`src/rtl/core/sha_pkg.sv`:
```
// SHA-256 package: round constants, initial hash values, datapath command/status types.
package sha_pkg;

    localparam logic [31:0] H_INIT [8] = '{
        32'h6a09e667, 32'hbb67ae85, 32'h3c6ef372, 32'ha54ff53a,
        32'h510e527f, 32'h9b05688c, 32'h1f83d9ab, 32'h5be0cd19
    };

    localparam logic [31:0] ROUND_K [64] = '{
        32'h428a2f98, 32'h71374491, 32'hb5c0fbcf, 32'he9b5dba5,
        32'h3956c25b, 32'h59f111f1, 32'h923f82a4, 32'hab1c5ed5,
        32'hd807aa98, 32'h12835b01, 32'h243185be, 32'h550c7dc3,
        32'h72be5d74, 32'h80deb1fe, 32'h9bdc06a7, 32'hc19bf174,
        32'he49b69c1, 32'hefbe4786, 32'h0fc19dc6, 32'h240ca1cc,
        32'h2de92c6f, 32'h4a7484aa, 32'h5cb0a9dc, 32'h76f988da,
        32'h983e5152, 32'ha831c66d, 32'hb00327c8, 32'hbf597fc7,
        32'hc6e00bf3, 32'hd5a79147, 32'h06ca6351, 32'h14292967,
        32'h27b70a85, 32'h2e1b2138, 32'h4d2c6dfc, 32'h53380d13,
        32'h650a7354, 32'h766a0abb, 32'h81c2c92e, 32'h92722c85,
        32'ha2bfe8a1, 32'ha81a664b, 32'hc24b8b70, 32'hc76c51a3,
        32'hd192e819, 32'hd6990624, 32'hf40e3585, 32'h106aa070,
        32'h19a4c116, 32'h1e376c08, 32'h2748774c, 32'h34b0bcb5,
        32'h391c0cb3, 32'h4ed8aa4a, 32'h5b9cca4f, 32'h682e6ff3,
        32'h748f82ee, 32'h78a5636f, 32'h84c87814, 32'h8cc70208,
        32'h90befffa, 32'ha4506ceb, 32'hbef9a3f7, 32'hc67178f2
    };

    localparam logic [7:0] PAD_BYTE  = 8'h80;
    localparam logic [5:0] LEN_START = 6'd56;

    // fill sources for the block buffer
    typedef enum logic [1:0] {
        FILL_DATA = 2'd0,
        FILL_PAD  = 2'd1,
        FILL_ZERO = 2'd2,
        FILL_LEN  = 2'd3
    } t_fill;

    typedef struct packed {
        logic       wr;       // write one byte at fill pointer
        t_fill      src;
        logic [7:0] data;
        logic       cnt_msg;  // count a message byte
        logic       start;    // begin a compression
        logic       chain_init;
        logic       out_load; // latch next digest word
        logic [2:0] out_idx;
    } t_cmd;

    typedef struct packed {
        logic [5:0] fill;
        logic       busy;     // compression running
    } t_stat;

endpackage

```
`src/rtl/core/sha_datapath.sv`:
```
// SHA-256 datapath: block buffer, length counter, message schedule and round unit.
module sha_datapath
    import sha_pkg::*;
(
    input  logic        i_clk,
    input  logic        i_rst_n,
    input  t_cmd        i_cmd,
    output t_stat       o_stat,
    output logic [31:0] o_word
);

    // block buffer as 16 big-endian words, written one byte lane at a time
    logic [31:0] r_buf [16];
    logic [5:0]  r_fill;
    logic [60:0] r_msg;
    logic [31:0] r_h [8];
    logic [31:0] r_v [8];
    logic [31:0] r_w [16];
    logic [6:0]  r_rnd;
    logic        r_busy;
    logic        r_load;     // loading schedule words from buffer
    logic [3:0]  r_ld;

    logic [63:0] bits;
    logic [7:0]  wbyte;
    logic [31:0] s0, s1, wnext, wt, t1, t2, e, a;
    logic [5:0]  rt;

    assign bits = {r_msg, 3'b000};

    always_comb begin
        case (i_cmd.src)
            FILL_DATA: wbyte = i_cmd.data;
            FILL_PAD:  wbyte = PAD_BYTE;
            FILL_ZERO: wbyte = '0;
            FILL_LEN:  wbyte = bits[8*(7-32'(r_fill[2:0])) +: 8];
            default:   wbyte = '0;
        endcase
    end

    assign rt = r_rnd[5:0];
    assign s0 = {r_w[1][6:0], r_w[1][31:7]} ^ {r_w[1][17:0], r_w[1][31:18]} ^ (r_w[1] >> 3);
    assign s1 = {r_w[14][16:0], r_w[14][31:17]} ^ {r_w[14][18:0], r_w[14][31:19]}
              ^ (r_w[14] >> 10);
    assign wnext = r_w[0] + s0 + r_w[9] + s1;
    assign wt = r_w[0];
    assign e = r_v[4];
    assign a = r_v[0];
    assign t1 = r_v[7] + ({e[5:0], e[31:6]} ^ {e[10:0], e[31:11]} ^ {e[24:0], e[31:25]})
              + ((e & r_v[5]) ^ (~e & r_v[6])) + ROUND_K[rt] + wt;
    assign t2 = ({a[1:0], a[31:2]} ^ {a[12:0], a[31:13]} ^ {a[21:0], a[31:22]})
              + ((a & r_v[1]) ^ (a & r_v[2]) ^ (r_v[1] & r_v[2]));

    always_ff @(posedge i_clk) begin
        if (i_cmd.wr) begin
            r_buf[r_fill[5:2]][8*(3-32'(r_fill[1:0])) +: 8] <= wbyte;
        end
        if (r_load) begin
            r_w[15] <= r_buf[r_ld];
            for (int i = 0; i < 15; i++) r_w[i] <= r_w[i+1];
        end else if (r_busy) begin
            for (int i = 0; i < 15; i++) r_w[i] <= r_w[i+1];
            r_w[15] <= wnext;
            r_v[0] <= t1 + t2;
            r_v[1] <= r_v[0];
            r_v[2] <= r_v[1];
            r_v[3] <= r_v[2];
            r_v[4] <= r_v[3] + t1;
            r_v[5] <= r_v[4];
            r_v[6] <= r_v[5];
            r_v[7] <= r_v[6];
        end
        if (i_cmd.start) begin
            for (int i = 0; i < 8; i++) r_v[i] <= r_h[i];
        end
        if (i_cmd.out_load) begin
            o_word <= r_h[i_cmd.out_idx];
        end
    end

    always_ff @(posedge i_clk) begin
        if (!i_rst_n) begin
            r_fill <= '0;
            r_msg  <= '0;
            r_busy <= 1'b0;
            r_load <= 1'b0;
            r_ld   <= '0;
            r_rnd  <= '0;
            for (int i = 0; i < 8; i++) r_h[i] <= H_INIT[i];
        end else begin
            if (i_cmd.wr) begin
                r_fill <= r_fill + 6'd1;
            end
            if (i_cmd.cnt_msg) begin
                r_msg <= r_msg + 61'd1;
            end
            if (i_cmd.start) begin
                r_load <= 1'b1;
                r_ld   <= '0;
                r_rnd  <= '0;
            end else if (r_load) begin
                r_ld <= r_ld + 4'd1;
                if (r_ld == 4'd15) begin
                    r_load <= 1'b0;
                    r_busy <= 1'b1;
                end
            end else if (r_busy) begin
                r_rnd <= r_rnd + 7'd1;
                if (r_rnd == 7'd63) begin
                    r_busy <= 1'b0;
                end
            end
            // fold working vars into chain in the cycle after the last round
            if (!r_busy && !r_load && r_rnd == 7'd64) begin
                for (int i = 0; i < 8; i++) r_h[i] <= r_h[i] + r_v[i];
                r_rnd <= '0;
            end
            if (i_cmd.chain_init) begin
                for (int i = 0; i < 8; i++) r_h[i] <= H_INIT[i];
                r_msg  <= '0;
                r_fill <= '0;
            end
        end
    end

    assign o_stat.fill = r_fill;
    assign o_stat.busy = r_busy | r_load | (r_rnd == 7'd64);

    ap_fill_len: assert property (@(posedge i_clk) disable iff (!i_rst_n)
        (i_cmd.wr && i_cmd.src == FILL_LEN) |-> r_fill >= LEN_START)
        else $error("length byte outside tail");
    ap_no_wr_busy: assert property (@(posedge i_clk) disable iff (!i_rst_n)
        (r_load || r_busy) |-> !i_cmd.wr)
        else $error("buffer written during compression");
    ap_rnd: assert property (@(posedge i_clk) disable iff (!i_rst_n)
        r_busy |-> r_rnd < 7'd64)
        else $error("round counter overrun");

endmodule

```
`src/rtl/core/sha_ctrl.sv`:
```
// SHA-256 controller: input handshake, padding sequence, compress launch, digest output.
module sha_ctrl
    import sha_pkg::*;
(
    input  logic       i_clk,
    input  logic       i_rst_n,
    input  logic [7:0] i_data_byte,
    input  logic       i_byte_valid,
    input  logic       i_is_last,
    input  logic       i_valid,
    output logic       o_ready,
    input  logic       i_out_ready,
    output logic       o_out_valid,
    output logic       o_word_last,
    input  t_stat      i_stat,
    output t_cmd       o_cmd
);

    typedef enum logic [6:0] {
        ST_IDLE = 7'b0000001,
        ST_WAIT = 7'b0000010,  // compress after a full data block
        ST_PAD  = 7'b0000100,
        ST_ZERO = 7'b0001000,
        ST_LEN  = 7'b0010000,
        ST_FIN  = 7'b0100000,
        ST_OUT  = 7'b1000000
    } t_state;

    t_state     r_state, n_state;
    logic       r_last, n_last;     // padding pending after a compress
    logic       r_padded, n_padded; // 0x80 already written
    logic [3:0] r_oi, n_oi;
    logic       r_ov, n_ov;
    logic       r_ol, n_ol;
    logic       acc;

    assign acc = i_valid && o_ready;
    assign o_ready = (r_state == ST_IDLE) && !i_stat.busy;
    assign o_out_valid = r_ov;
    assign o_word_last = r_ol;

    always_comb begin
        n_state  = r_state;
        n_last   = r_last;
        n_padded = r_padded;
        n_oi     = r_oi;
        n_ov     = r_ov;
        n_ol     = r_ol;
        o_cmd    = '0;
        o_cmd.data = i_data_byte;
        if (r_ov && i_out_ready) begin
            n_ov = 1'b0;
        end
        case (r_state)
            ST_IDLE: begin
                if (acc) begin
                    n_last = i_is_last;
                    if (i_byte_valid) begin
                        o_cmd.wr = 1'b1;
                        o_cmd.src = FILL_DATA;
                        o_cmd.cnt_msg = 1'b1;
                        if (i_stat.fill == 6'd63) begin
                            o_cmd.start = 1'b1;
                            n_state = ST_WAIT;
                        end else if (i_is_last) begin
                            n_state = ST_PAD;
                        end
                    end else if (i_is_last) begin
                        n_state = ST_PAD;
                    end
                end
            end
            ST_WAIT: begin
                if (!i_stat.busy) begin
                    n_state = r_last ? ST_PAD : ST_IDLE;
                end
            end
            ST_PAD: begin
                if (!i_stat.busy) begin
                    if (!r_padded) begin
                        o_cmd.wr = 1'b1;
                        o_cmd.src = FILL_PAD;
                        n_padded = 1'b1;
                        if (i_stat.fill == 6'd63) begin
                            o_cmd.start = 1'b1;
                        end
                    end else begin
                        n_state = ST_ZERO;
                    end
                end
            end
            ST_ZERO: begin
                if (!i_stat.busy) begin
                    if (i_stat.fill == LEN_START) begin
                        n_state = ST_LEN;
                    end else begin
                        o_cmd.wr = 1'b1;
                        o_cmd.src = FILL_ZERO;
                        if (i_stat.fill == 6'd63) begin
                            o_cmd.start = 1'b1;
                        end
                    end
                end
            end
            ST_LEN: begin
                o_cmd.wr = 1'b1;
                o_cmd.src = FILL_LEN;
                if (i_stat.fill == 6'd63) begin
                    o_cmd.start = 1'b1;
                    n_state = ST_FIN;
                end
            end
            ST_FIN: begin
                if (!i_stat.busy) begin
                    n_state = ST_OUT;
                    n_oi = '0;
                end
            end
            ST_OUT: begin
                if (!r_ov || i_out_ready) begin
                    if (r_oi == 4'd8) begin
                        o_cmd.chain_init = 1'b1;
                        n_state  = ST_IDLE;
                        n_padded = 1'b0;
                        n_last   = 1'b0;
                    end else begin
                        o_cmd.out_load = 1'b1;
                        o_cmd.out_idx = r_oi[2:0];
                        n_ov = 1'b1;
                        n_ol = (r_oi == 4'd7);
                        n_oi = r_oi + 4'd1;
                    end
                end
            end
            default: n_state = ST_IDLE;
        endcase
    end

    always_ff @(posedge i_clk) begin
        if (!i_rst_n) begin
            r_state  <= ST_IDLE;
            r_last   <= 1'b0;
            r_padded <= 1'b0;
            r_oi     <= '0;
            r_ov     <= 1'b0;
            r_ol     <= 1'b0;
        end else begin
            r_state  <= n_state;
            r_last   <= n_last;
            r_padded <= n_padded;
            r_oi     <= n_oi;
            r_ov     <= n_ov;
            r_ol     <= n_ol;
        end
    end

    ap_ready_idle: assert property (@(posedge i_clk) disable iff (!i_rst_n)
        o_ready |-> !r_ov)
        else $error("input taken while digest pending");
    ap_last_word: assert property (@(posedge i_clk) disable iff (!i_rst_n)
        (r_ov && r_ol && i_out_ready) |=> !r_ov)
        else $error("word after last digest word");
    ap_onehot: assert property (@(posedge i_clk) disable iff (!i_rst_n)
        $onehot(r_state))
        else $error("state not one-hot");

endmodule

```
`src/rtl/core/sha256_stream_hasher.sv`:
```
// SHA-256 streaming hasher top level: controller plus datapath.
//
//  channel | dir | handshake                    | payload
//  input   | in  | i_valid / o_ready            | i_data_byte, i_byte_valid, i_is_last
//  output  | out | o_out_valid / i_out_ready    | o_digest_word, o_word_last
//
// A message byte is written to the block buffer when accepted; every 64th byte
// starts a compression that loads the schedule words, runs the rounds and folds
// the working variables into the chain, and the input stalls until it is done.
// A last byte adds padding writes, one or two compressions, then 8 words.
// Reset is synchronous, active low, and loads the initial hash values.
// Output stalls hold the digest word; input waits while a block compresses.
module sha256_stream_hasher
    import sha_pkg::*;
(
    input  logic        i_clk,
    input  logic        i_rst_n,
    input  logic        i_valid,
    output logic        o_ready,
    input  logic [7:0]  i_data_byte,
    input  logic        i_byte_valid,
    input  logic        i_is_last,
    output logic        o_out_valid,
    input  logic        i_out_ready,
    output logic [31:0] o_digest_word,
    output logic        o_word_last
);

    t_cmd  cmd;
    t_stat stat;

    sha_ctrl u_ctrl (
        .i_clk        (i_clk),
        .i_rst_n      (i_rst_n),
        .i_data_byte  (i_data_byte),
        .i_byte_valid (i_byte_valid),
        .i_is_last    (i_is_last),
        .i_valid      (i_valid),
        .o_ready      (o_ready),
        .i_out_ready  (i_out_ready),
        .o_out_valid  (o_out_valid),
        .o_word_last  (o_word_last),
        .i_stat       (stat),
        .o_cmd        (cmd)
    );

    sha_datapath u_dp (
        .i_clk   (i_clk),
        .i_rst_n (i_rst_n),
        .i_cmd   (cmd),
        .o_stat  (stat),
        .o_word  (o_digest_word)
    );

endmodule
```
`config.mk`:
```
export PLATFORM = sky130hd
export DESIGN_NAME = sha256_stream_hasher
export DESIGN_NICKNAME = d
export VERILOG_FILES = /design/src/rtl/core/sha_pkg.sv /design/src/rtl/core/sha_datapath.sv /design/src/rtl/core/sha_ctrl.sv /design/src/rtl/core/sha256_stream_hasher.sv
export SDC_FILE = /design/constraint.sdc
export NUM_CORES = 2
export LEC_CHECK = 0
export BUFFER_PORTS_ARGS = -buffer_cell sky130_fd_sc_hd__buf_2
export CORE_ASPECT_RATIO = 0.7
export CORE_UTILIZATION = 45
export CTS_BUF_LIST = sky130_fd_sc_hd__clkbuf_8
export CTS_CLUSTER_SIZE = 16
export DETAILED_ROUTE_END_ITERATION = 16
export GPL_TIMING_DRIVEN = 0
export SLEW_MARGIN = 20
export SYNTH_ARGS = -nofsm -noshare
export SYNTH_HDL_FRONTEND = slang
export SYNTH_SLANG_ARGS = --single-unit
export TNS_END_PERCENT = 30
```
`constraint.sdc`:
```
create_clock -name i_clk -period 45.3 [get_ports i_clk]
set_clock_uncertainty 0.15 [all_clocks]
set_input_delay 6.795 -clock i_clk [delete_from_list [all_inputs] [get_ports i_clk]]
set_output_delay 6.795 -clock i_clk [all_outputs]
set_load 0.02 [all_outputs]
```
==> results.tsv <==
stage	metric	value	unit
run_status	status	complete, no violations	
worst_hold_path	worst hold-check path type	reg -> reg	
die	Horiz. Die Dim	537	um
pwr	sequential group share of total power	54.0	%
yosys	post-synth cell types	102	
grt	maximum number of pins on one net before global-route repair	114	
clock_network	H-tree depth	5	
clock_network	Post-CTS Hold Fix Bufs	0	
yosys	most common library cells after synthesis	edfxtp_1, nand2_1, nor2_1	
routing	DR pass1 iterations	7	
clock_network	Clk Latency, worst-skew pair	950	ps
timing	Final Hold Fails	0	
yosys	Syn Area/Cell	11.9	um^2
critical_path	critical path startpoint category	register	
routing	Total Wirelength	330000	um
grt	global-route total usage across every layer	32.3	%
pwr	PD cells	31.7	nW/um^2
clock_network	CTS root buf	clkbuf_8	
yosys	Syn Nets	8148	
yosys	post-synthesis sequential area ratio	53.1	%
routing	vias per cell	6.15	
timing	min cycle time layout	13670	ps
timing	Min Hold Slack	251	ps
yosys	Synth top area share	48.0	%
clock_network	CTS Buf Count	277	
critical_path	WP data required	45870	ps
timing	actual slew at the worst max-slew pin	1340	ps
critical_path	crit-path max cell delay	880	ps
yosys	most frequent cell after synthesis	edfxtp_1	
yosys	Synth Warn #	0	
die	row cnt	136	
grt	total grt overflow	0	
clock_network	cts repair resizes	0	
die	Initial Utilization	45.6	%
routing	total vias in the final route	65922	
grt	first-pass GRT wire length	459000	um
place	hpwl dp	257000	um
die	IO Pins	49	
yosys	largest family of logic cells by synthesized area	compound AO/OA/AOI/OAI gates	
die	Die ar.	202000	um^2
critical_path	Critical Path End Type	register	
clock_network	CTS sink count	1667	
critical_path	CP Max Fanout	13	
final_layout	share of post-route cells with drive strength above 1	10.8	%
yosys	dominant cells by area after synthesis	edfxtp_1, ha_1, mux4_2	
pwr	Sw Ratio	24.0	%
yosys	Synth Area in XOR/XNOR	5.99	%
routing	DR DRC count	0	
routing	DRT iter0 DRCs	9454	
yosys	leading area contributor after synthesis	edfxtp_1	
yosys	Primary FF master, synth	edfxtp_1	
pwr	Gate power share	4.8	%
flow_run	max-cap viol count	0	
timing	setup tns final	0	ps
timing	final slew viol count	0	
yosys	Synth Instances	7538	
pwr	Design Power	0.00315	W
final_layout	Design Area, Final	99400	um^2
final_layout	NumNets Final	8505	
clock_network	Worst-path clk slew	60	ps
yosys	complex-gate fraction of the synthesized area	10.8	%
yosys	Synth Register Bits	1667	
clock_network	setup bufs post-CTS	0	
yosys	mux cell area share after synthesis	6.99	%
critical_path	Slowest cell on crit path	o311ai_1	
place	placer congestion estimate	1.04	
place	Buffers on Ports	48	
routing	remaining antenna violation count	0	
routing	DR WL/cell	30.7	um
critical_path	CP Buf/Inv Count	4	
pwr	leakage power	36.4	nW
final_layout	fin util	50.3	%
die	die height	376	um
place	Placement Cell Area	94200	um^2
yosys	Mapped Area	90100	um^2
pwr	maximum VDD drop	24.0	uV
clock_network	Max clock buf depth	4	
critical_path	Crit path max-delay family	compound AO/OA/AOI/OAI gates	
pwr	Net Sw Power	0.000755	W
die	core area	198000	um^2
timing	RSZ-0062 raised after global routing	false	
yosys	Synth Area in Adders	10.2	%
critical_path	CP Class	reg -> reg	
timing	maximum clock rate	73.1	MHz
grt	vias in the first global route	60641	
pwr	Clk pwr share	41.3	%
final_layout	# fillers	17440	
clock_network	CTS tree	built	
yosys	simple-gate share of the synthesized area	10.2	%
pwr	internal power	0.00239	W
timing	fin crit share	30.2	%
yosys	EDFF count, synth	1440	
critical_path	CP Data Arrival Time	14250	ps
grt	initial antenna violation count	27	
timing	Final setup viols	0	
timing	slew margin rel.	10.7	%
yosys	asr flop ratio synth	0	%
final_layout	area grow syn2layout	10.4	%
[logic make-up after synthesis]
kind of cell,count (synthesis)
compound gates,1559
xor+xnor,614
fa+ha+maj,621
buf+inv,635
flops,1667
mux,357
simple gates,2085
[final cells by class]
cell class                 count  area [um^2]  share of cell area [%]
clock buffer                 296         4070                    4.10
clock inverter               184         1070                    1.07
sequential                  1667        47800                    48.1
antenna                        7         17.5                  0.0176
inverter                     300         1140                    1.15
tap                         2622         3280                    3.30
timing repair buffer          78          731                   0.735
multi-input combinational   5236        39900                    40.2
buffer                       335         1380                    1.39
[worst paths after layout]
kind,from,end,slack (ps),cells after the start
worst max-delay path,u_dp.r_rnd[1]$_SDFFE_PP0P_,u_dp.r_v[0][30]$_DFFE_PP_,31630,32
worst min-delay path,u_dp.r_w[0][381]$_DFFE_PP_,u_dp.r_w[0][349]$_DFFE_PP_,250,0
worst max register to register,u_dp.r_rnd[1]$_SDFFE_PP0P_,u_dp.r_v[0][30]$_DFFE_PP_,31630,32
worst min register to register,u_dp.r_w[0][381]$_DFFE_PP_,u_dp.r_w[0][349]$_DFFE_PP_,250,0
[power groups by stage]
stage / Combinational, W / Clock (W) / Sequential [W]
final: 0.000150 / 0.00130 / 0.00170
after global routing: 0.000161 / 0.00138 / 0.00170
after CTS: 0.000146 / 0.00132 / 0.00170
after detailed placement: 0.000146 / 0 / 0.00173
after global placement: 0.000140 / 0 / 0.00173
after floorplan: 0.0000933 / 0 / 0.00173
[stage by stage]
stage | worst slack (ps) | std cells
floorplan | 30670 | 7538
global placement | 20320 | 10208
detailed placement | 32330 | 10236
CTS | 32220 | 10716
global route | 31510 | 10721
finish | 31630 | 10725
[state kept, by name (all words and copies together), names as in the netlist, 4 cells and up, named ones only]
signal          count
u_dp.r_buf        512
u_dp.r_rnd          7
u_dp.o_word        32
u_ctrl.r_oi         4
u_dp.r_w          512
u_dp.r_h          256
u_ctrl.r_state      7
u_dp.r_ld           4
u_dp.r_v          256
u_dp.r_fill         6
u_dp.r_msg         61
[cells in the final DEF (no fill, tap or decap), types with 46 or more instances in the layout]
cell / instances
buf_2: 78
a21o_1: 169
clkbuf_2: 46
clkbuf_1: 221
mux4_2: 207
xor2_1: 224
xnor2_1: 389
clkbuf_8: 296
fa_1: 195
o21a_1: 59
and3_1: 58
ha_1: 401
a21oi_1: 436
nor2_1: 482
a211oi_1: 59
nand2b_1: 72
nand2_1: 1004
o211ai_1: 66
or3_1: 50
nand3_1: 114
a31oi_1: 54
mux2_2: 105
inv_1: 395
nor3_1: 88
o21ai_0: 404
edfxtp_1: 1440
nor2b_1: 63
dfxtp_1: 227
[metal layers]
metal	GRT usage, %	part of all wire [%]
met5	0	0.037
met4	6.19	1.9
met3	14.2	16
met2	37.6	35
met1	52.8	48
Note: power is estimated with default switching activity, not from simulation.
